<file path="src/rtl/dsa_pkg.sv">
`default_nettype none
package dsa_pkg;

   localparam int PTR_W  = 13;
   localparam int HDR_W  = 26;
   localparam int CALC_W = 18;
   localparam int MASK_W = 16;

   localparam logic [PTR_W-1:0] ARENA_SIZE_RESET = 13'd4096;

   // register index, taken from paddr[2]
   localparam logic CSR_ARENA_SIZE = 1'b0;

   localparam logic STATUS_OK       = 1'b0;
   localparam logic STATUS_NO_SPACE = 1'b1;

   typedef enum logic [2:0] {
      FUNC_ALLOC_FRONT = 3'd0,
      FUNC_ALLOC_BACK  = 3'd1,
      FUNC_FREE_FRONT  = 3'd2,
      FUNC_FREE_BACK   = 3'd3,
      FUNC_RESTART     = 3'd4,
      FUNC_QUERY       = 3'd5
   } dsa_func_type;

   typedef enum logic {
      ST_ISSUE,
      ST_COMMIT
   } dsa_state_type;

   typedef struct packed {
      dsa_func_type      func;
      logic [PTR_W-1:0]  size;
      logic [MASK_W-1:0] amask;
      logic [PTR_W-1:0]  need;
      logic [PTR_W:0]    sizeh;
      logic              idx_ok;
      logic [PTR_W-1:0]  idx;
   } dsa_cmd_type;

   typedef struct packed {
      logic             restart;
      logic [PTR_W-1:0] new_end;
      logic [PTR_W-1:0] cur_end;
   } dsa_cfg_type;

endpackage
`default_nettype wire

</file>
<file path="src/rtl/dsa_front.sv">
`default_nettype none
module dsa_front #(
   parameter int ARENA_BYTES  = 4096,
   parameter int HEADER_BYTES = 8
) (
   input  wire logic                         clock,
   input  wire logic                         reset,
   input  wire logic                         req_valid,
   output logic                              req_stall,
   input  wire logic [2:0]                   req_func,
   input  wire logic [12:0]                  req_size,
   input  wire logic [3:0]                   req_align_log2,
   input  wire logic [11:0]                  req_prefix_bytes,
   input  wire logic [12:0]                  req_user_addr,
   output logic                              q_valid,
   output dsa_pkg::dsa_cmd_type              q_cmd,
   input  wire logic                         q_pop
);

   dsa_pkg::dsa_cmd_type cmd;
   logic [dsa_pkg::MASK_W:0] amask_wide;

   dsa_pkg::dsa_cmd_type entry_ff [2];
   logic       wr_ptr_ff, wr_ptr_in;
   logic       rd_ptr_ff, rd_ptr_in;
   logic [1:0] count_ff, count_in;
   logic       push;

   // classify
   assign amask_wide = (17'd1 << req_align_log2) - 17'd1;

   always_comb begin
      cmd.func   = dsa_pkg::dsa_func_type'(req_func);
      cmd.size   = req_size;
      cmd.amask  = amask_wide[dsa_pkg::MASK_W-1:0];
      cmd.need   = 13'(req_prefix_bytes) + 13'(HEADER_BYTES);
      cmd.sizeh  = 14'(req_size) + 14'(HEADER_BYTES);
      cmd.idx    = req_user_addr - 13'(HEADER_BYTES);
      cmd.idx_ok = (req_user_addr >= 13'(HEADER_BYTES)) &&
                   (17'(cmd.idx) < 17'(ARENA_BYTES));
   end

   // two-entry queue
   assign req_stall = (count_ff == 2'd2);
   assign push      = req_valid && !req_stall;
   assign q_valid   = (count_ff != 2'd0);
   assign q_cmd     = entry_ff[rd_ptr_ff];

   always_comb begin
      wr_ptr_in = push ? !wr_ptr_ff : wr_ptr_ff;
      rd_ptr_in = q_pop ? !rd_ptr_ff : rd_ptr_ff;
      count_in  = count_ff + 2'(push) - 2'(q_pop);
   end

   always_ff @(posedge clock) begin
      if (reset) begin
         wr_ptr_ff <= 1'b0;
         rd_ptr_ff <= 1'b0;
         count_ff  <= 2'd0;
      end else begin
         wr_ptr_ff <= wr_ptr_in;
         rd_ptr_ff <= rd_ptr_in;
         count_ff  <= count_in;
      end
   end

   always_ff @(posedge clock) begin
      if (push) begin
         entry_ff[wr_ptr_ff] <= cmd;
      end
   end

endmodule
`default_nettype wire

</file>
<file path="config.mk">
export PLATFORM = sky130hd
export DESIGN_NAME = dsa_front
export DESIGN_NICKNAME = d
export VERILOG_FILES = /design/src/rtl/dsa_pkg.sv /design/src/rtl/dsa_front.sv
export SDC_FILE = /design/constraint.sdc
export NUM_CORES = 1
export LEC_CHECK = 0
export ABC_AREA = 1
export BUFFER_PORTS_ARGS = -buffer_cell sky130_fd_sc_hd__buf_2
export CAP_MARGIN = 20
export CORE_MARGIN = 1.5
export CORE_UTILIZATION = 55
export DETAILED_ROUTE_END_ITERATION = 8
export PLACE_DENSITY = 0.76
export SLEW_MARGIN = 20
export SYNTH_ARGS = -nofsm -noshare
export SYNTH_HDL_FRONTEND = slang
export SYNTH_SLANG_ARGS = --single-unit
</file>
<file path="constraint.sdc">
create_clock -name clock -period 4.4 [get_ports clock]
set_input_delay 0.44 -clock clock [delete_from_list [all_inputs] [get_ports clock]]
set_output_delay 0.44 -clock clock [all_outputs]
set_load 0.01 [all_outputs]
</file>
==> results.json <==
{
  "finClkSkew_ns": 0.00512,
  "slew_violations": 0,
  "worst_slew_pin_slew_ns": 0.957,
  "p_per_area_nw_per_um2": 474,
  "cts_resized": 0,
  "wl_mm": 10.5,
  "num_rows": 38,
  "multi_input_area_um2": 1600,
  "synth.distinct_cells": 28,
  "grt_max_degree": 71,
  "postCtsSetupRepairBufs": 0,
  "ys_top_cells_by_area": "edfxtp_1 (69%), mux2_2 (13%), nand2_1 (2.3%)",
  "crit_arrival_ns": 2.11,
  "end_kind": "output port",
  "fin_tns_setup_ns": 0,
  "critPathLaunchType": "flop",
  "gp_congestion": 0.813,
  "fmax_mhz": 392,
  "h-tree-depth": 4,
  "drtPass1Iterations": 4,
  "start_util": 0.563,
  "power.total_uw": 3520,
  "pin_count": 124,
  "ys_seq_area_frac": 0.708,
  "synth.most_common_cell": "edfxtp_1",
  "min_path_type": "input pin to flop",
  "core_um2": 10800,
  "async_reset_ff_frac": 0,
  "post-route-period-util": 0.579,
  "combinationalPowerShare": 0.136,
  "antenna_found_initial": 0,
  "p_sw_uw": 877,
  "critical_path_class": "flop to output port",
  "intPower_uw": 2640,
  "cts-buffers-inserted": 17,
  "ctsLongestPathBuffers": 2,
  "vias": 3471,
  "swShare": 0.249,
  "synth_cells": 399,
  "diodes": 0,
  "synth.largest_area_cell": "edfxtp_1",
  "fp.dieArea_um2": 11700,
  "critPathRequiredTime_ns": 3.96,
  "fillers": 756,
  "die_x_um": 108,
  "wl_met3_um": 611,
  "drt_iter0_markers": 151,
  "avgSynthCellArea_um2": 15.2,
  "path_cells": "mux2_2 > buf_2",
  "drt-met1-wl_mm": 4.44,
  "synth_top_area_frac": 0.691,
  "cts.sinks": 145,
  "cap_violations": 0,
  "portBuffers": 123,
  "crit_buf_inv": 1,
  "p_leak_uw": 0.00290,
  "syn2layout_area_growth_pct": 22.0,
  "grt.overflow.total": 0,
  "cts_tree": "done",
  "maxSlewHeadroom": 0.362,
  "cts-root-buf": "clkbuf_8",
  "peakVddDrop_uv": 313,
  "vias_per_cell": 5.05,
  "nNetsFinal": 590,
  "cp_top_family": "flip-flops",
  "post-route-min-period_ns": 2.55,
  "detail-route-antenna-nets": 0,
  "hold_violations": 0,
  "cts.clk_slew.worst_paths_ns": 0.06,
  "wire_per_inst_um": 15.3,
  "grt_pass1_vias": 3333,
  "hold_buffers": 0,
  "synth_area_um2": 6080,
  "grt_first_pass_wirelength_mm": 15.9,
  "insertion_delay_ns": 0.52,
  "status": "finished, final reports clean",
  "synth_flop_cell": "edfxtp_1",
  "ys_ff_latch": 145,
  "dp.cells": 654,
  "regArea_um2": 4310,
  "met2_length_mm": 5.31,
  "die_y_um": 108,
  "routed.top_layer": "met4",
  "drc_errors": 0,
  "synth-edff-count": 140,
  "critPathSlowestCell": "dfxtp_4",
  "setup_viol": 0,
  "grt_use_total": 0.185,
  "synth_common_cells": "edfxtp_1 (140), mux2_2 (70), nand2_1 (37)",
  "ys_warn_count": 0,
  "cp_max_fo": 70,
  "drive_above_1_share": 0.455,
  "final_cells": 687,
  "dp_hpwl_mm": 6.81,
  "grt_setup_unrepaired": "false",
  "seqPwrFrac": 0.492,
  "cpPeakStageDelay_ns": 0.96,
  "clock_power_share": 0.372
}
state kept, by name, indices dropped and copies added, names as in the netlist, named ones only:
name and flops:
count_ff 2, entry_ff 140, rd_ptr_ff 1, wr_ptr_ff 1
worst paths after layout:
| check | startpoint | end | slack [ns] | depth (start not counted) |
|---|---|---|---|---|
| hold reg to reg | rd_ptr_ff | rd_ptr_ff | 0.56 | 2 |
| setup / recovery | flop | q_cmd[23] | 1.85 | 2 |
| setup reg to reg | count_ff[1] | entry_ff[0][36] | 2.60 | 4 |
| hold / removal | req_size[2] | entry_ff[0][59] | 0.11 | 1 |
worst reg2reg max path: stages, from the launching register on:
cell	delay [ns]
dfxtp_1	0.30
inv_1	0.11
o21ai_2	0.13
nor2_4	0.10
buf_4	0.73
metal layers:
| metal | track usage | up-vias |
|---|---|---|
| li1 | - | 1701 |
| met1 | 0.215 | 1674 |
| met2 | 0.311 | 83 |
| met3 | 0.0615 | 13 |
| met4 | 0.0827 | 0 |
| met5 | 0 | - |
per-stage QoR:
step,worst slack [ns],cell area [um^2],hold WS (ns),utilization
2_1_floorplan,0.435,6080,0.480,-
3_3_place_gp,2.14,6850,0.499,0.635
3_5_place_dp,2.11,6850,0.496,0.635
4_1_cts,1.80,7400,0.0762,0.685
5_1_grt,1.74,7420,0.0856,0.687
6_report,1.85,7420,0.108,0.687
cell type report:
class,instances,share of cell area
tap,140,0.0236
multi-input combinational,209,0.216
inverter,34,0.0172
sequential,145,0.581
clock buffer,17,0.0558
clock inverter,15,0.0180
timing repair buffer,127,0.0887
cell usage in the layout (no fill, tap or decap), types with 3 or more instances in the layout:
master,n
edfxtp_1,140
buf_2,123
mux2_2,70
nand2_1,37
inv_1,31
nor2_1,24
clkbuf_16,16
nand3_1,13
xor2_1,13
xnor2_1,7
ha_1,7
nand2_2,5
nand4_1,4
o21ai_0,4
nor2_4,4
dfxtp_1,4
nor3_1,3
o21ai_1,3
inv_2,3
nor2_2,3
clkinvlp_4,3
inv_6,3
clkinv_4,3
buf_4,3
power groups by stage:
stage,logic [uW],clock network [uW],registers (uW)
after floorplan,315,0,1740
after global placement,471,0,1760
after detailed placement,477,0,1760
after CTS,482,1340,1740
after global routing,523,1390,1750
final,479,1310,1730
kinds of logic (layout without fill, tap and decap cells):
logic type,count (synthesis),count (layout),synth area share
flip-flops,145,145,0.708
AND/OR/NAND/NOR,99,99,0.0765
multiplexers,70,70,0.130
buffers and inverters,46,193,0.0319
XOR/XNOR,20,20,0.0288
AO/OA/AOI/OAI,11,11,0.0103
adder cells (fa/ha/maj),7,7,0.0144
other,1,2,0.000617
(Power assumes the default switching activity.)
