--- src/rtl/dsa_pkg.sv ---
`default_nettype none
package dsa_pkg;

   localparam int PTR_W  = 13;
   localparam int HDR_W  = 26;
   localparam int CALC_W = 18;
   localparam int MASK_W = 16;

   localparam logic [PTR_W-1:0] ARENA_SIZE_RESET = 13'd4096;

   // register index, taken from paddr[2]
   localparam logic CSR_ARENA_SIZE = 1'b0;

   localparam logic STATUS_OK       = 1'b0;
   localparam logic STATUS_NO_SPACE = 1'b1;

   typedef enum logic [2:0] {
      FUNC_ALLOC_FRONT = 3'd0,
      FUNC_ALLOC_BACK  = 3'd1,
      FUNC_FREE_FRONT  = 3'd2,
      FUNC_FREE_BACK   = 3'd3,
      FUNC_RESTART     = 3'd4,
      FUNC_QUERY       = 3'd5
   } dsa_func_type;

   typedef enum logic {
      ST_ISSUE,
      ST_COMMIT
   } dsa_state_type;

   typedef struct packed {
      dsa_func_type      func;
      logic [PTR_W-1:0]  size;
      logic [MASK_W-1:0] amask;
      logic [PTR_W-1:0]  need;
      logic [PTR_W:0]    sizeh;
      logic              idx_ok;
      logic [PTR_W-1:0]  idx;
   } dsa_cmd_type;

   typedef struct packed {
      logic             restart;
      logic [PTR_W-1:0] new_end;
      logic [PTR_W-1:0] cur_end;
   } dsa_cfg_type;

endpackage
`default_nettype wire

--- src/rtl/dsa_back.sv ---
`default_nettype none
module dsa_back #(
   parameter int ARENA_BYTES  = 4096,
   parameter int HEADER_BYTES = 8
) (
   input  wire logic                               clock,
   input  wire logic                               reset,
   input  wire dsa_pkg::dsa_cfg_type               cfg,
   input  wire logic                               q_valid,
   input  wire dsa_pkg::dsa_cmd_type               q_cmd,
   output logic                                    q_pop,
   output logic                                    ram_we,
   output logic [$clog2(ARENA_BYTES)-1:0]          ram_waddr,
   output logic [dsa_pkg::HDR_W-1:0]               ram_wdata,
   output logic                                    ram_re,
   output logic [$clog2(ARENA_BYTES)-1:0]          ram_raddr,
   input  wire logic [dsa_pkg::HDR_W-1:0]          ram_rdata,
   output logic                                    rsp_valid,
   input  wire logic                               rsp_stall,
   output logic [12:0]                             rsp_result_addr,
   output logic                                    rsp_status,
   output logic [12:0]                             rsp_stored_size
);

   localparam int AW = $clog2(ARENA_BYTES);
   localparam int CW = dsa_pkg::CALC_W;
   localparam logic [12:0] RESET_END =
      13'((ARENA_BYTES < 4096) ? ARENA_BYTES : 4096);

   dsa_pkg::dsa_state_type state_ff, state_in;
   dsa_pkg::dsa_cmd_type   cmd_ff, cmd_in;
   logic [CW-1:0] sum_ff, sum_in;
   logic          fail_ff, fail_in;
   logic [12:0]   front_ff, front_in;
   logic [12:0]   back_ff, back_in;
   logic          rsp_valid_ff, rsp_valid_in;
   logic [12:0]   rsp_addr_ff, rsp_addr_in;
   logic          rsp_status_ff, rsp_status_in;
   logic [12:0]   rsp_size_ff, rsp_size_in;

   logic          out_free;
   logic [CW-1:0] f_h;
   logic          f_fail;
   logic [CW-1:0] b_h;
   logic          b_fail;
   logic [12:0]   b_prev;
   logic [12:0]   rd_off;
   logic [12:0]   fb_back;

   assign out_free = !rsp_valid_ff || !rsp_stall;

   assign f_h    = (sum_ff & ~{2'b00, cmd_ff.amask}) - CW'(cmd_ff.need);
   assign f_fail = ((f_h + CW'(cmd_ff.sizeh)) > CW'(back_ff)) ||
                   (f_h >= CW'(ARENA_BYTES));

   assign b_h    = sum_ff - CW'(cmd_ff.need);
   assign b_fail = fail_ff || (sum_ff < CW'(cmd_ff.need)) ||
                   (b_h < CW'(front_ff)) || (b_h >= CW'(ARENA_BYTES));
   assign b_prev = (cfg.cur_end >= back_ff) ? cfg.cur_end - back_ff : 13'd0;

   assign rd_off  = ram_rdata[12:0];
   assign fb_back = (rd_off <= cfg.cur_end) ? cfg.cur_end - rd_off : 13'd0;

   always_comb begin
      state_in      = state_ff;
      cmd_in        = cmd_ff;
      sum_in        = sum_ff;
      fail_in       = fail_ff;
      front_in      = front_ff;
      back_in       = back_ff;
      rsp_valid_in  = rsp_valid_ff && rsp_stall;
      rsp_addr_in   = rsp_addr_ff;
      rsp_status_in = rsp_status_ff;
      rsp_size_in   = rsp_size_ff;
      q_pop         = 1'b0;
      ram_we        = 1'b0;
      ram_waddr     = AW'(f_h);
      ram_wdata     = {cmd_ff.size, front_ff};
      ram_re        = 1'b0;
      ram_raddr     = AW'(q_cmd.idx);

      case (state_ff)
         dsa_pkg::ST_ISSUE: begin
            if (q_valid) begin
               q_pop    = 1'b1;
               cmd_in   = q_cmd;
               state_in = dsa_pkg::ST_COMMIT;
               if (q_cmd.func == dsa_pkg::FUNC_ALLOC_BACK) begin
                  fail_in = q_cmd.size > back_ff;
                  sum_in  = CW'((back_ff - q_cmd.size) & ~q_cmd.amask[12:0]);
               end else begin
                  fail_in = 1'b0;
                  sum_in  = CW'(front_ff) + CW'(q_cmd.need) + CW'(q_cmd.amask);
               end
               ram_re = q_cmd.idx_ok && (q_cmd.func inside {dsa_pkg::FUNC_FREE_FRONT,
                        dsa_pkg::FUNC_FREE_BACK, dsa_pkg::FUNC_QUERY});
            end
         end
         dsa_pkg::ST_COMMIT: begin
            if (out_free) begin
               state_in      = dsa_pkg::ST_ISSUE;
               rsp_valid_in  = 1'b1;
               rsp_addr_in   = 13'd0;
               rsp_status_in = dsa_pkg::STATUS_OK;
               rsp_size_in   = 13'd0;
               case (cmd_ff.func)
                  dsa_pkg::FUNC_ALLOC_FRONT: begin
                     if (f_fail) begin
                        rsp_status_in = dsa_pkg::STATUS_NO_SPACE;
                     end else begin
                        ram_we      = 1'b1;
                        ram_waddr   = AW'(f_h);
                        ram_wdata   = {cmd_ff.size, front_ff};
                        rsp_addr_in = 13'(f_h + CW'(HEADER_BYTES));
                        front_in    = 13'(f_h + CW'(cmd_ff.sizeh));
                     end
                  end
                  dsa_pkg::FUNC_ALLOC_BACK: begin
                     if (b_fail) begin
                        rsp_status_in = dsa_pkg::STATUS_NO_SPACE;
                     end else begin
                        ram_we      = 1'b1;
                        ram_waddr   = AW'(b_h);
                        ram_wdata   = {cmd_ff.size, b_prev};
                        rsp_addr_in = 13'(b_h + CW'(HEADER_BYTES));
                        back_in     = 13'(b_h);
                     end
                  end
                  dsa_pkg::FUNC_FREE_FRONT: begin
                     if (cmd_ff.idx_ok) begin
                        front_in = rd_off;
                     end
                  end
                  dsa_pkg::FUNC_FREE_BACK: begin
                     if (cmd_ff.idx_ok) begin
                        back_in = fb_back;
                     end
                  end
                  dsa_pkg::FUNC_RESTART: begin
                     front_in = 13'd0;
                     back_in  = cfg.cur_end;
                  end
                  dsa_pkg::FUNC_QUERY: begin
                     if (cmd_ff.idx_ok) begin
                        rsp_size_in = ram_rdata[25:13];
                     end
                  end
                  default: ;
               endcase
            end
         end
         default: state_in = dsa_pkg::ST_ISSUE;
      endcase

      if (cfg.restart) begin
         front_in = 13'd0;
         back_in  = cfg.new_end;
      end
   end

   always_ff @(posedge clock) begin
      if (reset) begin
         state_ff     <= dsa_pkg::ST_ISSUE;
         rsp_valid_ff <= 1'b0;
         front_ff     <= 13'd0;
         back_ff      <= RESET_END;
      end else begin
         state_ff     <= state_in;
         rsp_valid_ff <= rsp_valid_in;
         front_ff     <= front_in;
         back_ff      <= back_in;
      end
   end

   always_ff @(posedge clock) begin
      cmd_ff        <= cmd_in;
      sum_ff        <= sum_in;
      fail_ff       <= fail_in;
      rsp_addr_ff   <= rsp_addr_in;
      rsp_status_ff <= rsp_status_in;
      rsp_size_ff   <= rsp_size_in;
   end

   assign rsp_valid       = rsp_valid_ff;
   assign rsp_result_addr = rsp_addr_ff;
   assign rsp_status      = rsp_status_ff;
   assign rsp_stored_size = rsp_size_ff;

endmodule
`default_nettype wire
--- config.mk ---
export PLATFORM = sky130hd
export DESIGN_NAME = dsa_back
export DESIGN_NICKNAME = d
export VERILOG_FILES = /design/src/rtl/dsa_pkg.sv /design/src/rtl/dsa_back.sv
export SDC_FILE = /design/constraint.sdc
export NUM_CORES = 1
export LEC_CHECK = 0
export BUFFER_PORTS_ARGS = -buffer_cell sky130_fd_sc_hd__buf_4
export CAP_MARGIN = 15
export CORE_MARGIN = 10
export CORE_UTILIZATION = 50
export DETAILED_ROUTE_END_ITERATION = 7
export PLACE_DENSITY = 0.74
export SYNTH_ARGS = -nofsm -noshare
export SYNTH_HDL_FRONTEND = slang
export SYNTH_SLANG_ARGS = --single-unit
--- constraint.sdc ---
create_clock -name clock -period 7.9 [get_ports clock]
set_input_delay 1.185 -clock clock [delete_from_list [all_inputs] [get_ports clock]]
set_output_delay 1.185 -clock clock [all_outputs]
set_load 0.05 [all_outputs]
==> reports/qor.csv, run 1 <==
stage,metric,value,unit
synthesis,sequential-to-total area share from yosys stat,0.316,
pwr,Max VDD drop,0.000108,V
run,Max-Cap Viols,0,
layout,Ant. Diodes,0,
worst_setup_path,CP arrival,6.48,ns
synthesis,yosys warns,0,
worst_setup_path,CP Class,flip-flop to output pin,
routing,post-detailed-route wirelength per cell,22.0,um
synthesis,"Avg Cell Area, Syn",9.14,um^2
synthesis,synthesized area,11900,um^2
layout,synth-to-layout area growth,20.8,%
global_routing,initial antenna violation count,2,
floorplan,Die Ht,174,um
synthesis,compound-cell area share of the yosys netlist,0.209,
pwr,clock network power share,0.239,
place,gpl congestion,1.00,
clock_network,"Clk Latency, worst-skew pair",0.43,ns
layout,final net count,1748,
clock_network,H-tree depth,4,
worst_setup_path,flop2flop setup slack,1.60,ns
timing,Pins Over Slew Limit,0,
layout,share of cells above drive strength 1,0.209,
routing,Vias,10800,
global_routing,grt total ovfl,0,
pwr,net switching power of the design,0.00139,W
clock_network,CTS tree,yes,
floorplan,initial core utilization,0.507,
run_status,status,"complete, no violations",
timing,setup violators final,0,
synthesis,Simple-Gate Fraction of Synth Area,0.164,
timing,Hold WS,0.525,ns
clock_network,clk sinks,134,
layout,FILL cells,2045,
clock_network,hold_buf cts,0,
synthesis,Mapped Nets,1569,
timing,Setup WS post-layout,0.235,ns
timing,max_slew headroom,0.333,
pwr,Gate power share,0.505,
layout,area of the multi-input gates,7460,um^2
synthesis,"EDFF count, synth",106,
pwr,Power Total,0.00333,W
synthesis,adder-cell share of the synthesized area,0.161,
timing,Final Hold Fails,0,
routing,vias per cell,5.98,
timing,Setup Skew,0.0127,ns
clock_network,Worst-path clk slew,0.06,ns
clock_network,CTS Root Cell,clkbuf_16,
pwr,Pleak,6.15,nW
pwr,Sequential Power Share,0.256,
synthesis,Synth Area in XOR/XNOR,0.0598,
floorplan,chip width,174,um
layout,Finished Layout Cells,1809,
place,post-detail-place hpwl,31700,um
routing,post-route ant nets,0,
floorplan,Core Region,23400,um^2
timing,achievable clock frequency,130,MHz
routing,detailed-route DRC error count,0,
timing,Least-Margin Pin Slew,1.00,ns
routing,Starting DRT DRC Count,1043,
place,placed cell area,13500,um^2
worst_setup_path,Setup crit end kind,output pin,
floorplan,I/O pin count,211,
pwr,Pint,0.00194,W
synthesis,ys async rst share,0,
synthesis,synthesized flop and latch total,134,
routing,First-pass DRT Iterations,6,
worst_setup_path,peak fanout along the critical path,4,
synthesis,Gate Count Post-Synth,1298,
layout,post-route cell area,14300,um^2
place,PortBufs,185,
worst_setup_path,startpoint types,flip-flop,
pwr,sw frac,0.417,
pwr,power per cell area,232,nW/um^2
global_routing,vias in the first global route,10600,
global_routing,first-pass GRT wire length,60400,um
place,Place WS,0.393,ns
layout,flip-flop and latch area,3740,um^2
synthesis,main combinational cell family by area after synthesis,compound AO/OA/AOI/OAI gates,
routing,total wire length,39800,um
place,placed cell count,1769,
floorplan,DIE AREA,30300,um^2
global_routing,largest net degree at the start of global routing,59,
worst_setup_path,Crit path required time,6.71,ns
min_path,HP Class,flip-flop to flip-flop,
clock_network,Clock Tree Buf Depth,2,
synthesis,multiplexer share of the synthesized area,0.0221,
timing,period utilisation layout,0.970,
clock_network,clock buffer count from CTS,17,
timing,minimum clock period,7.66,ns
synthesis,synth unique cells,82,
global_routing,GRT Total Usage,0.255,
floorplan,row cnt,56,
synthesis,Synth Flop Type,edfxtp_1,
-- metal layers --
layer	GRT usage	up-vias	routed length (um)
li1	-	5116	-
met1	0.323	5138	16100
met2	0.424	482	19000
met3	0.0509	83	3440
met4	0.0898	0	1320
met5	0	-	0
-- cell families (layout without fill, tap and decap cells) --
group	count (synthesis)	after routing
AOI/OAI and AO/OA	358	358
adders and majority gates	141	141
buffers and inverters	184	376
DFF	134	134
and+or+nand+nor	375	375
xor gates and xnor gates	81	81
muxes	25	25
-- area by class of cell --
type	count	area share
Inverter	119	0.0312
Timing Repair Buffer	225	0.118
Tap cell	319	0.0279
Multi-Input combinational cell	980	0.521
Clock buffer	22	0.0347
Clock inverter	10	0.00550
Sequential cell	134	0.261
-- power groups by stage --
stage | logic [W] | clock network [W] | registers (W)
after floorplan | 0.00105 | 0 | 0.000890
after global placement | 0.00153 | 0 | 0.000865
after detailed placement | 0.00156 | 0 | 0.000867
after CTS | 0.00157 | 0.000804 | 0.000852
after global routing | 0.00181 | 0.000830 | 0.000858
final | 0.00168 | 0.000794 | 0.000853
-- state kept, by name (all words and copies together), names as in the netlist --
name and cells:
cmd_ff 60, sum_ff 18, back_ff 13, front_ff 13, rsp_result_addr 13, rsp_stored_size 13, fail_ff 1, rsp_status 1
rsp_valid 1, state_ff 1
-- critical path: stages (launching register included) --
cell and delay, ns:
edfxtp_1 0.43, nand2b_1 0.13, inv_1 0.05, ha_1 0.26, nor2b_1 0.14, o31a_1 0.37
o41ai_4 0.44, o21ai_2 0.09, or2_4 0.24, a31o_4 0.24, xor2_2 0.16, ha_1 0.33
nand3_2 0.11, a2111oi_4 0.41, nor3_2 0.08, xnor2_1 0.25, ha_1 0.32, a21o_1 0.24
nor4b_4 0.23, a211oi_2 0.08, or4_1 0.53, or4b_4 0.58, a21oi_4 0.16, buf_8 0.17
-- cells in the final DEF (no fill, tap or decap), types with 19 or more instances in the layout --
cell type	count
buf_4	223
ha_1	121
inv_1	119
nand2_1	116
edfxtp_1	106
a21oi_1	66
o21ai_0	59
nor2_1	49
xnor2_1	44
xor2_1	35
nand3_1	34
nor2b_1	32
dfxtp_1	28
a21o_1	26
o22ai_1	24
o31ai_1	22
nor3_1	20
fa_1	20
nand2b_1	19
clkbuf_16	19
-- metrics by stage --
step	util	TNS, ns
floorplan	-	0
global placement	0.579	0
detailed placement	0.579	0
CTS	0.604	0
global route	0.612	-0.00919
finish	0.612	0
-- Yosys cell counts, types with 9 or more instances --
| library cell | count | area, um^2 |
|---|---|---|
| a21oi_1 | 67 | 335 |
| mux2i_1 | 16 | 160 |
| nand2_1 | 116 | 435 |
| inv_1 | 119 | 447 |
| a22o_1 | 16 | 140 |
| nor2b_1 | 33 | 206 |
| nand2b_1 | 19 | 119 |
| xor2_1 | 37 | 324 |
| o211ai_1 | 18 | 135 |
| and3_1 | 11 | 68.8 |
| nand4_1 | 11 | 68.8 |
| dfxtp_1 | 28 | 561 |
| o21a_1 | 17 | 128 |
| a21o_1 | 26 | 195 |
| clkbuf_1 | 33 | 124 |
| nor2_1 | 50 | 188 |
| mux2_2 | 9 | 101 |
| ha_1 | 121 | 1510 |
| o31ai_1 | 22 | 165 |
| o22ai_1 | 24 | 150 |
| nand3_1 | 35 | 175 |
| xnor2_1 | 44 | 385 |
| a21boi_0 | 10 | 75.1 |
| nor3_1 | 22 | 110 |
| or4_1 | 13 | 97.6 |
| fa_1 | 20 | 400 |
| and2_1 | 18 | 113 |
| edfxtp_1 | 106 | 3180 |
| o21ai_0 | 60 | 300 |
| or3_1 | 10 | 62.6 |
| buf_4 | 26 | 195 |
| a211oi_1 | 10 | 75.1 |
| a31oi_1 | 14 | 87.6 |
-- what timing repair did --
action,CTS,global route
gates resized for setup,2,22
setup endpoints to repair,1,1
buffers inserted,0,7
gates cloned,0,0
pin swaps,0,16
-- final timing paths --
kind,end,cells past startpoint,start
worst max-delay path,ram_we,23,sum_ff[1]
worst min-delay path,rsp_valid,2,rsp_valid
worst max register to register,rsp_result_addr[7],23,sum_ff[1]
worst min register to register,rsp_valid,2,rsp_valid
Note: power is estimated with default switching activity, not from simulation.
==> run 2, diff against run 1 <==
--- a/config.mk
+++ b/config.mk
@@ -7,10 +7,13 @@
 export LEC_CHECK = 0
 export BUFFER_PORTS_ARGS = -buffer_cell sky130_fd_sc_hd__buf_4
 export CAP_MARGIN = 15
+export CELL_PAD_IN_SITES_DETAIL_PLACEMENT = 1
+export CELL_PAD_IN_SITES_GLOBAL_PLACEMENT = 2
+export CORE_ASPECT_RATIO = 1.75
 export CORE_MARGIN = 10
-export CORE_UTILIZATION = 50
+export CORE_UTILIZATION = 35
 export DETAILED_ROUTE_END_ITERATION = 7
-export PLACE_DENSITY = 0.74
+export PLACE_DENSITY = 0.83
 export SYNTH_ARGS = -nofsm -noshare
 export SYNTH_HDL_FRONTEND = slang
 export SYNTH_SLANG_ARGS = --single-unit
==> run 2 against run 1 <==
Net effect:
- critical path depth unchanged
- critical endpoint unchanged
- critical path type unchanged
- sequential share of layout area down 0.17 points
- highest routed layer unchanged
- clock skew down 0.0044 ns
==> reports/qor.csv, run 2 (synthesized netlist as in run 1, its figures left out) <==
stage,metric,value,unit,change
clock_network,H-tree depth,4,,unchanged
layout,"Most flops, register",cmd_ff,,
clock_network,Worst-path clk slew,0.07,ns,about the same
clock_network,CTS tree,yes,,
floorplan,chip width,159,um,-8.5%
clock_network,clock buffer count from CTS,17,,unchanged
timing,Setup Skew,0.00837,ns,-0.00437 ns
worst_setup_path,CP Cell Sequence,"nand2b_1, ha_1, fa_1, nor2b_2, o31a_2, o21ai_1, nor2b_1, xnor2_1, ha_1, or3_1, a21oi_2, o31ai_4, a31oi_2, xnor2_1, ha_1, a21o_1, a21o_1, nor4b_2, a211oi_1, or4_1, or4b_4, a21oi_4, buf_6",,
run_status,status,"complete, no violations",,
floorplan,Core Region,33600,um^2,+44%
min_path,HP Class,flip-flop to flip-flop,,
clock_network,hold_buf cts,0,,unchanged
clock_network,"Clk Latency, worst-skew pair",0.45,ns,+0.02 ns
timing,achievable clock frequency,132,MHz,+0.97%
place,Place WS,0.354,ns,-0.0383 ns
timing,Pins Over Slew Limit,0,,unchanged
worst_setup_path,Setup crit end kind,output pin,,
pwr,Max VDD drop,0.000139,V,+29%
routing,detailed-route DRC error count,0,,unchanged
timing,period utilisation layout,0.961,,-0.00933
worst_setup_path,FF-to-FF path depth,23,,unchanged
layout,synth-to-layout area growth,21.5,%,
global_routing,largest net degree at the start of global routing,60,,+1.7%
worst_setup_path,Crit path required time,6.71,ns,about the same
global_routing,first-pass GRT wire length,73300,um,+21%
floorplan,row cnt,89,,+59%
worst_setup_path,peak fanout along the critical path,5,,+1
layout,registers with the most flip-flops,"cmd_ff x60, sum_ff x18",,
layout,final net count,1743,,-0.29%
timing,Setup WS post-layout,0.309,ns,+0.0737 ns
routing,vias per cell,5.60,,-6.4%
min_path,hold endpoint,rsp_valid,,
timing,Final Hold Fails,0,,unchanged
layout,max reg flops,60,,unchanged
routing,Vias,10900,,+0.38%
routing,post-route ant nets,0,,unchanged
timing,Least-Margin Pin Slew,1.17,ns,+0.172 ns
worst_setup_path,CP arrival,6.41,ns,-0.07 ns
worst_setup_path,largest stage delay on the critical path,0.53,ns,-0.05 ns
worst_setup_path,CP Class,flip-flop to output pin,,
place,gpl congestion,0.951,,-5.3%
layout,Finished Layout Cells,1940,,+7.2%
place,post-detail-place hpwl,41300,um,+30%
layout,"most common cell after layout, fill and taps aside",buf_4,,
pwr,power per cell area,233,nW/um^2,+0.13%
layout,most frequent cells in the layout,"buf_4, ha_1, inv_1",,
worst_setup_path,Critical Path Most Common Cell,ha_1,,
routing,First-pass DRT Iterations,5,,-1
layout,FILL cells,3982,,+95%
floorplan,I/O pin count,211,,unchanged
clock_network,Clock Tree Buf Depth,2,,unchanged
worst_setup_path,"slowest stage cell, crit path",or4b_4,,
floorplan,initial core utilization,0.353,,-0.154
timing,minimum clock period,7.59,ns,-0.0737 ns
global_routing,vias in the first global route,11800,,+12%
timing,max_slew headroom,0.212,,-0.120
global_routing,GRT Total Usage,0.233,,-0.0220
layout,Ant. Diodes,0,,unchanged
min_path,hold path depth,2,,unchanged
worst_setup_path,reg2reg end,rsp_result_addr[6],,
worst_setup_path,flop2flop setup slack,1.71,ns,+0.11 ns
place,placed cell count,1906,,+7.7%
routing,total wire length,49900,um,+25%
layout,share of cells above drive strength 1,0.203,,-0.00603
timing,setup violators final,0,,unchanged
worst_setup_path,Critical R2R Launch,cmd_ff[41],,
routing,Starting DRT DRC Count,579,,-44%
global_routing,initial antenna violation count,0,,-2
floorplan,Die Ht,263,um,+51%
pwr,Pleak,6.13,nW,-0.31%
place,PortBufs,185,,unchanged
timing,Hold WS,0.520,ns,-0.00448 ns
min_path,Min-Delay Startpoint,rsp_valid,,
pwr,Power Total,0.00335,W,+0.78%
timing,Setup TNS,0,ns,unchanged
worst_setup_path,startpoint types,flip-flop,,
clock_network,clk sinks,134,,unchanged
clock_network,CTS Root Cell,clkbuf_16,,
routing,post-detailed-route wirelength per cell,25.7,um,+17%
floorplan,DIE AREA,41900,um^2,+39%
run,Max-Cap Viols,0,,unchanged
global_routing,grt total ovfl,0,,unchanged
[run 2: changes by cell type in the layout (fill, tap and decap cells not counted), sizes merged]
cell	change
buf	-4
clkbuf	-2
clkinv	+2
clkinvlp	-1
[run 2: how the worst max path moves through the flow]
stage	startpoint	endpoint	slack [ns]	cells past startpoint
2_1_floorplan	q_valid	ram_re	0.50	2
3_3_place_gp	sum_ff[1]	ram_we	0.40	24
3_5_place_dp	sum_ff[1]	ram_we	0.35	23
4_1_cts	cmd_ff[41]	ram_we	0.06	22
5_1_grt	sum_ff[1]	ram_we	-0.003	24
6_report	cmd_ff[41]	ram_we	0.31	23
[run 2: critical path, delay by kind of cell, from the launching register on]
family          cells  cell delay, ns
compound gates      9            1.59
xor+xnor            2            0.40
fa+ha+maj           4            1.23
buf+inv             1            0.19
flops               1            0.35
simple gates        7            2.18
[run 2: area by class of cell]
| cell class | count | area (um^2) | share of cell area |
|---|---|---|---|
| clock buffer | 21 | 503 | 0.0349 |
| clock inverter | 11 | 81.3 | 0.00564 |
| inverter | 119 | 447 | 0.0310 |
| multi-input combinational | 980 | 7400 | 0.514 |
| sequential | 134 | 3740 | 0.260 |
| tap | 455 | 569 | 0.0395 |
| timing repair buffer | 220 | 1670 | 0.116 |
[run 2: repair_timing]
action | CTS | global route
buffers inserted | 0 | 1
pin swaps | 0 | 3
cloned | 0 | 0
endpoints found under the hold margin | 0 | 0
setup endpoints to repair | 1 | 1
resized for setup | 2 | 12
[run 2: power breakdown]
part / switching [W] / internal, W
sequential: 0.0000337 / 0.000823
clock: 0.000337 / 0.000460
combinational: 0.00105 / 0.000645
[run 2: routing by layer]
layer / up-vias / routed length [um] / global-route usage
met5: - / 0 / 0
met4: 0 / 3890 / 0.180
met3: 142 / 1110 / 0.0281
met2: 271 / 27900 / 0.454
met1: 5350 / 17000 / 0.213
li1: 5097 / - / -
[run 2: through the flow]
stage | area [um^2] | utilization
finish | 14400 | 0.429
global route | 14400 | 0.429
CTS | 14300 | 0.426
detailed placement | 13700 | 0.408
global placement | 13700 | 0.408
floorplan | 11900 | -
==> run 3, diff against run 2 <==
--- a/config.mk
+++ b/config.mk
@@ -11,9 +11,9 @@
 export CELL_PAD_IN_SITES_GLOBAL_PLACEMENT = 2
 export CORE_ASPECT_RATIO = 1.75
 export CORE_MARGIN = 10
-export CORE_UTILIZATION = 35
+export CORE_UTILIZATION = 38
 export DETAILED_ROUTE_END_ITERATION = 7
-export PLACE_DENSITY = 0.83
+export PLACE_DENSITY = 0.89
 export SYNTH_ARGS = -nofsm -noshare
 export SYNTH_HDL_FRONTEND = slang
 export SYNTH_SLANG_ARGS = --single-unit
==> constraint.sdc (replaced) <==
create_clock -name clock -period 9.5 [get_ports clock]
set_input_delay 1.425 -clock clock [delete_from_list [all_inputs] [get_ports clock]]
set_output_delay 1.425 -clock clock [all_outputs]
set_load 0.05 [all_outputs]
==> run 3 against run 2 <==
Net effect:
- worst hold slack improved by 0.0094 ns
- die area fell by 7.1%
- sequential cell count unchanged
- combinational power is 21% lower
- via count shrank 0.80%
- critical endpoint unchanged
- highest routed layer unchanged
==> reports/qor.csv, run 3 (synthesized netlist as in run 1, its figures left out) <==
stage,metric,value,unit,change
pwr,Max VDD drop,0.0000936,V,-33%
worst_setup_path,peak fanout along the critical path,14,,+9
layout,"Most flops, register",cmd_ff,,
routing,vias per cell,5.78,,+3.2%
worst_setup_path,Bufs and invs on worst path,3,,+2
timing,achievable clock frequency,114,MHz,
place,gpl congestion,0.945,,-0.70%
worst_setup_path,CP Class,flip-flop to output pin,,
worst_setup_path,CP top delay family,compound AO/OA/AOI/OAI gates,,
timing,Least-Margin Pin Slew,0.956,ns,-0.217 ns
layout,flip-flop and latch area,3740,um^2,unchanged
timing,period utilisation layout,0.925,,
worst_setup_path,Crit path required time,8.08,ns,+1.37 ns
layout,max reg flops,60,,unchanged
global_routing,GRT Total Usage,0.244,,+0.0105
clock_network,hold_buf cts,0,,unchanged
routing,Starting DRT DRC Count,523,,-9.7%
floorplan,Core Region,30800,um^2,-8.3%
run,Max-Cap Viols,0,,unchanged
clock_network,clock buffer count from CTS,17,,unchanged
routing,post-route ant nets,0,,unchanged
worst_setup_path,startpoint types,flip-flop,,
pwr,Pleak,6.02,nW,-1.9%
worst_setup_path,CP arrival,7.36,ns,+0.95 ns
clock_network,Worst-path clk slew,0.06,ns,about the same
clock_network,clk sinks,134,,unchanged
place,post-detail-place hpwl,39900,um,-3.4%
min_path,HP Class,flip-flop to flip-flop,,
timing,Hold WS,0.530,ns,+0.00941 ns
timing,unrepaired setup endpoints after global routing,no,,
layout,registers with the most flip-flops,"cmd_ff x60, sum_ff x18",,
clock_network,# resized after CTS,0,,-2
place,PortBufs,185,,unchanged
floorplan,Die Ht,254,um,-3.7%
global_routing,initial antenna violation count,0,,unchanged
clock_network,Clock Tree Buf Depth,2,,unchanged
worst_setup_path,largest stage delay on the critical path,0.47,ns,-0.06 ns
timing,Pins Over Slew Limit,0,,unchanged
layout,share of cells above drive strength 1,0.190,,-0.0133
timing,Setup TNS,0,ns,unchanged
floorplan,DIE AREA,38900,um^2,-7.1%
worst_setup_path,Setup crit end kind,output pin,,
routing,total wire length,48500,um,-2.9%
worst_setup_path,Critical Path Most Common Cell,ha_1,,
timing,setup violators final,0,,unchanged
routing,post-detailed-route wirelength per cell,26.0,um,+1.0%
layout,Ant. Diodes,0,,unchanged
layout,Final Util,0.457,,+0.0281
layout,most frequent cells in the layout,"buf_4, ha_1, inv_1",,
worst_setup_path,Critical Path Source,sum_ff[1],,
run_status,status,"complete, no violations",,
global_routing,first-pass GRT wire length,71300,um,-2.8%
floorplan,chip width,154,um,-3.5%
global_routing,largest net degree at the start of global routing,57,,-5.0%
timing,max_slew headroom,0.360,,+0.148
pwr,power per cell area,190,nW/um^2,-18%
layout,"most common cell after layout, fill and taps aside",buf_4,,
worst_setup_path,Critical R2R Launch,sum_ff[1],,
timing,Final Hold Fails,0,,unchanged
floorplan,initial core utilization,0.384,,+0.0319
layout,final net count,1731,,-0.69%
clock_network,CTS tree,yes,,
clock_network,"Clk Latency, worst-skew pair",0.45,ns,about the same
min_path,Min-Delay Startpoint,front_ff[0],,
routing,detailed-route DRC error count,0,,unchanged
clock_network,postcts setup bufs,0,,unchanged
global_routing,vias in the first global route,11800,,-0.33%
worst_setup_path,"slowest stage cell, crit path",or4_1,,
layout,synth-to-layout area growth,18.8,%,
floorplan,row cnt,85,,-4.5%
timing,Setup Skew,0.0101,ns,+0.00170 ns
clock_network,H-tree depth,4,,unchanged
global_routing,grt total ovfl,0,,unchanged
timing,minimum clock period,8.79,ns,
layout,area of the multi-input gates,7320,um^2,-1.1%
routing,First-pass DRT Iterations,5,,unchanged
clock_network,CTS Root Cell,clkbuf_16,,
routing,Vias,10800,,-0.80%
floorplan,I/O pin count,211,,unchanged
layout,FILL cells,3662,,-8.0%
## run 3: cell type report
type                    instances  share of cell area
clock buffers                  21              0.0320
well taps                     391              0.0347
inverters                     119              0.0317
repair buffers                208               0.111
multi-input cells             980               0.520
clock inverters                11             0.00506
flip-flops and latches        134               0.266
## run 3: stage by stage
step / worst slack [ns] / instance area (um^2) / instances / total power, W
2_1_floorplan: 1.62 / 11900 / 1298 / 0.00161
3_3_place_gp: 1.43 / 13600 / 1831 / 0.00202
3_5_place_dp: 1.31 / 13600 / 1831 / 0.00206
4_1_cts: 0.779 / 14100 / 1863 / 0.00268
5_1_grt: 0.164 / 14100 / 1864 / 0.00283
6_report: 0.715 / 14100 / 1864 / 0.00268
## run 3: final timing paths
check	depth (start not counted)	slack [ns]	end
setup reg to reg	24	2.59	rsp_result_addr[6]
setup / recovery	25	0.71	ram_we
hold / removal	2	0.53	front_ff[0]
hold reg to reg	2	0.53	front_ff[0]
## run 3: where the power goes
group / total (W) / leakage [nW] / internal [W] / switching [W]
Sequential: 0.000713 / 1.24 / 0.000684 / 0.0000285
Combinational: 0.00135 / 4.51 / 0.000505 / 0.000849
Clock: 0.000612 / 0.267 / 0.000340 / 0.000272
## run 3: layer usage
metal / GRT usage / vias up / wire length (um) / share of wire
li1: - / 5065 / - / -
met1: 0.219 / 5374 / 16300 / 0.34
met2: 0.480 / 222 / 27600 / 0.57
met3: 0.0354 / 112 / 1230 / 0.025
met4: 0.171 / 0 / 3340 / 0.069
met5: 0 / - / 0 / 0
## run 3: worst min-delay path, stage by stage (launching register included)
cell and delay (ns):
dfxtp_1 0.35, nand2_1 0.07, mux2i_1 0.06
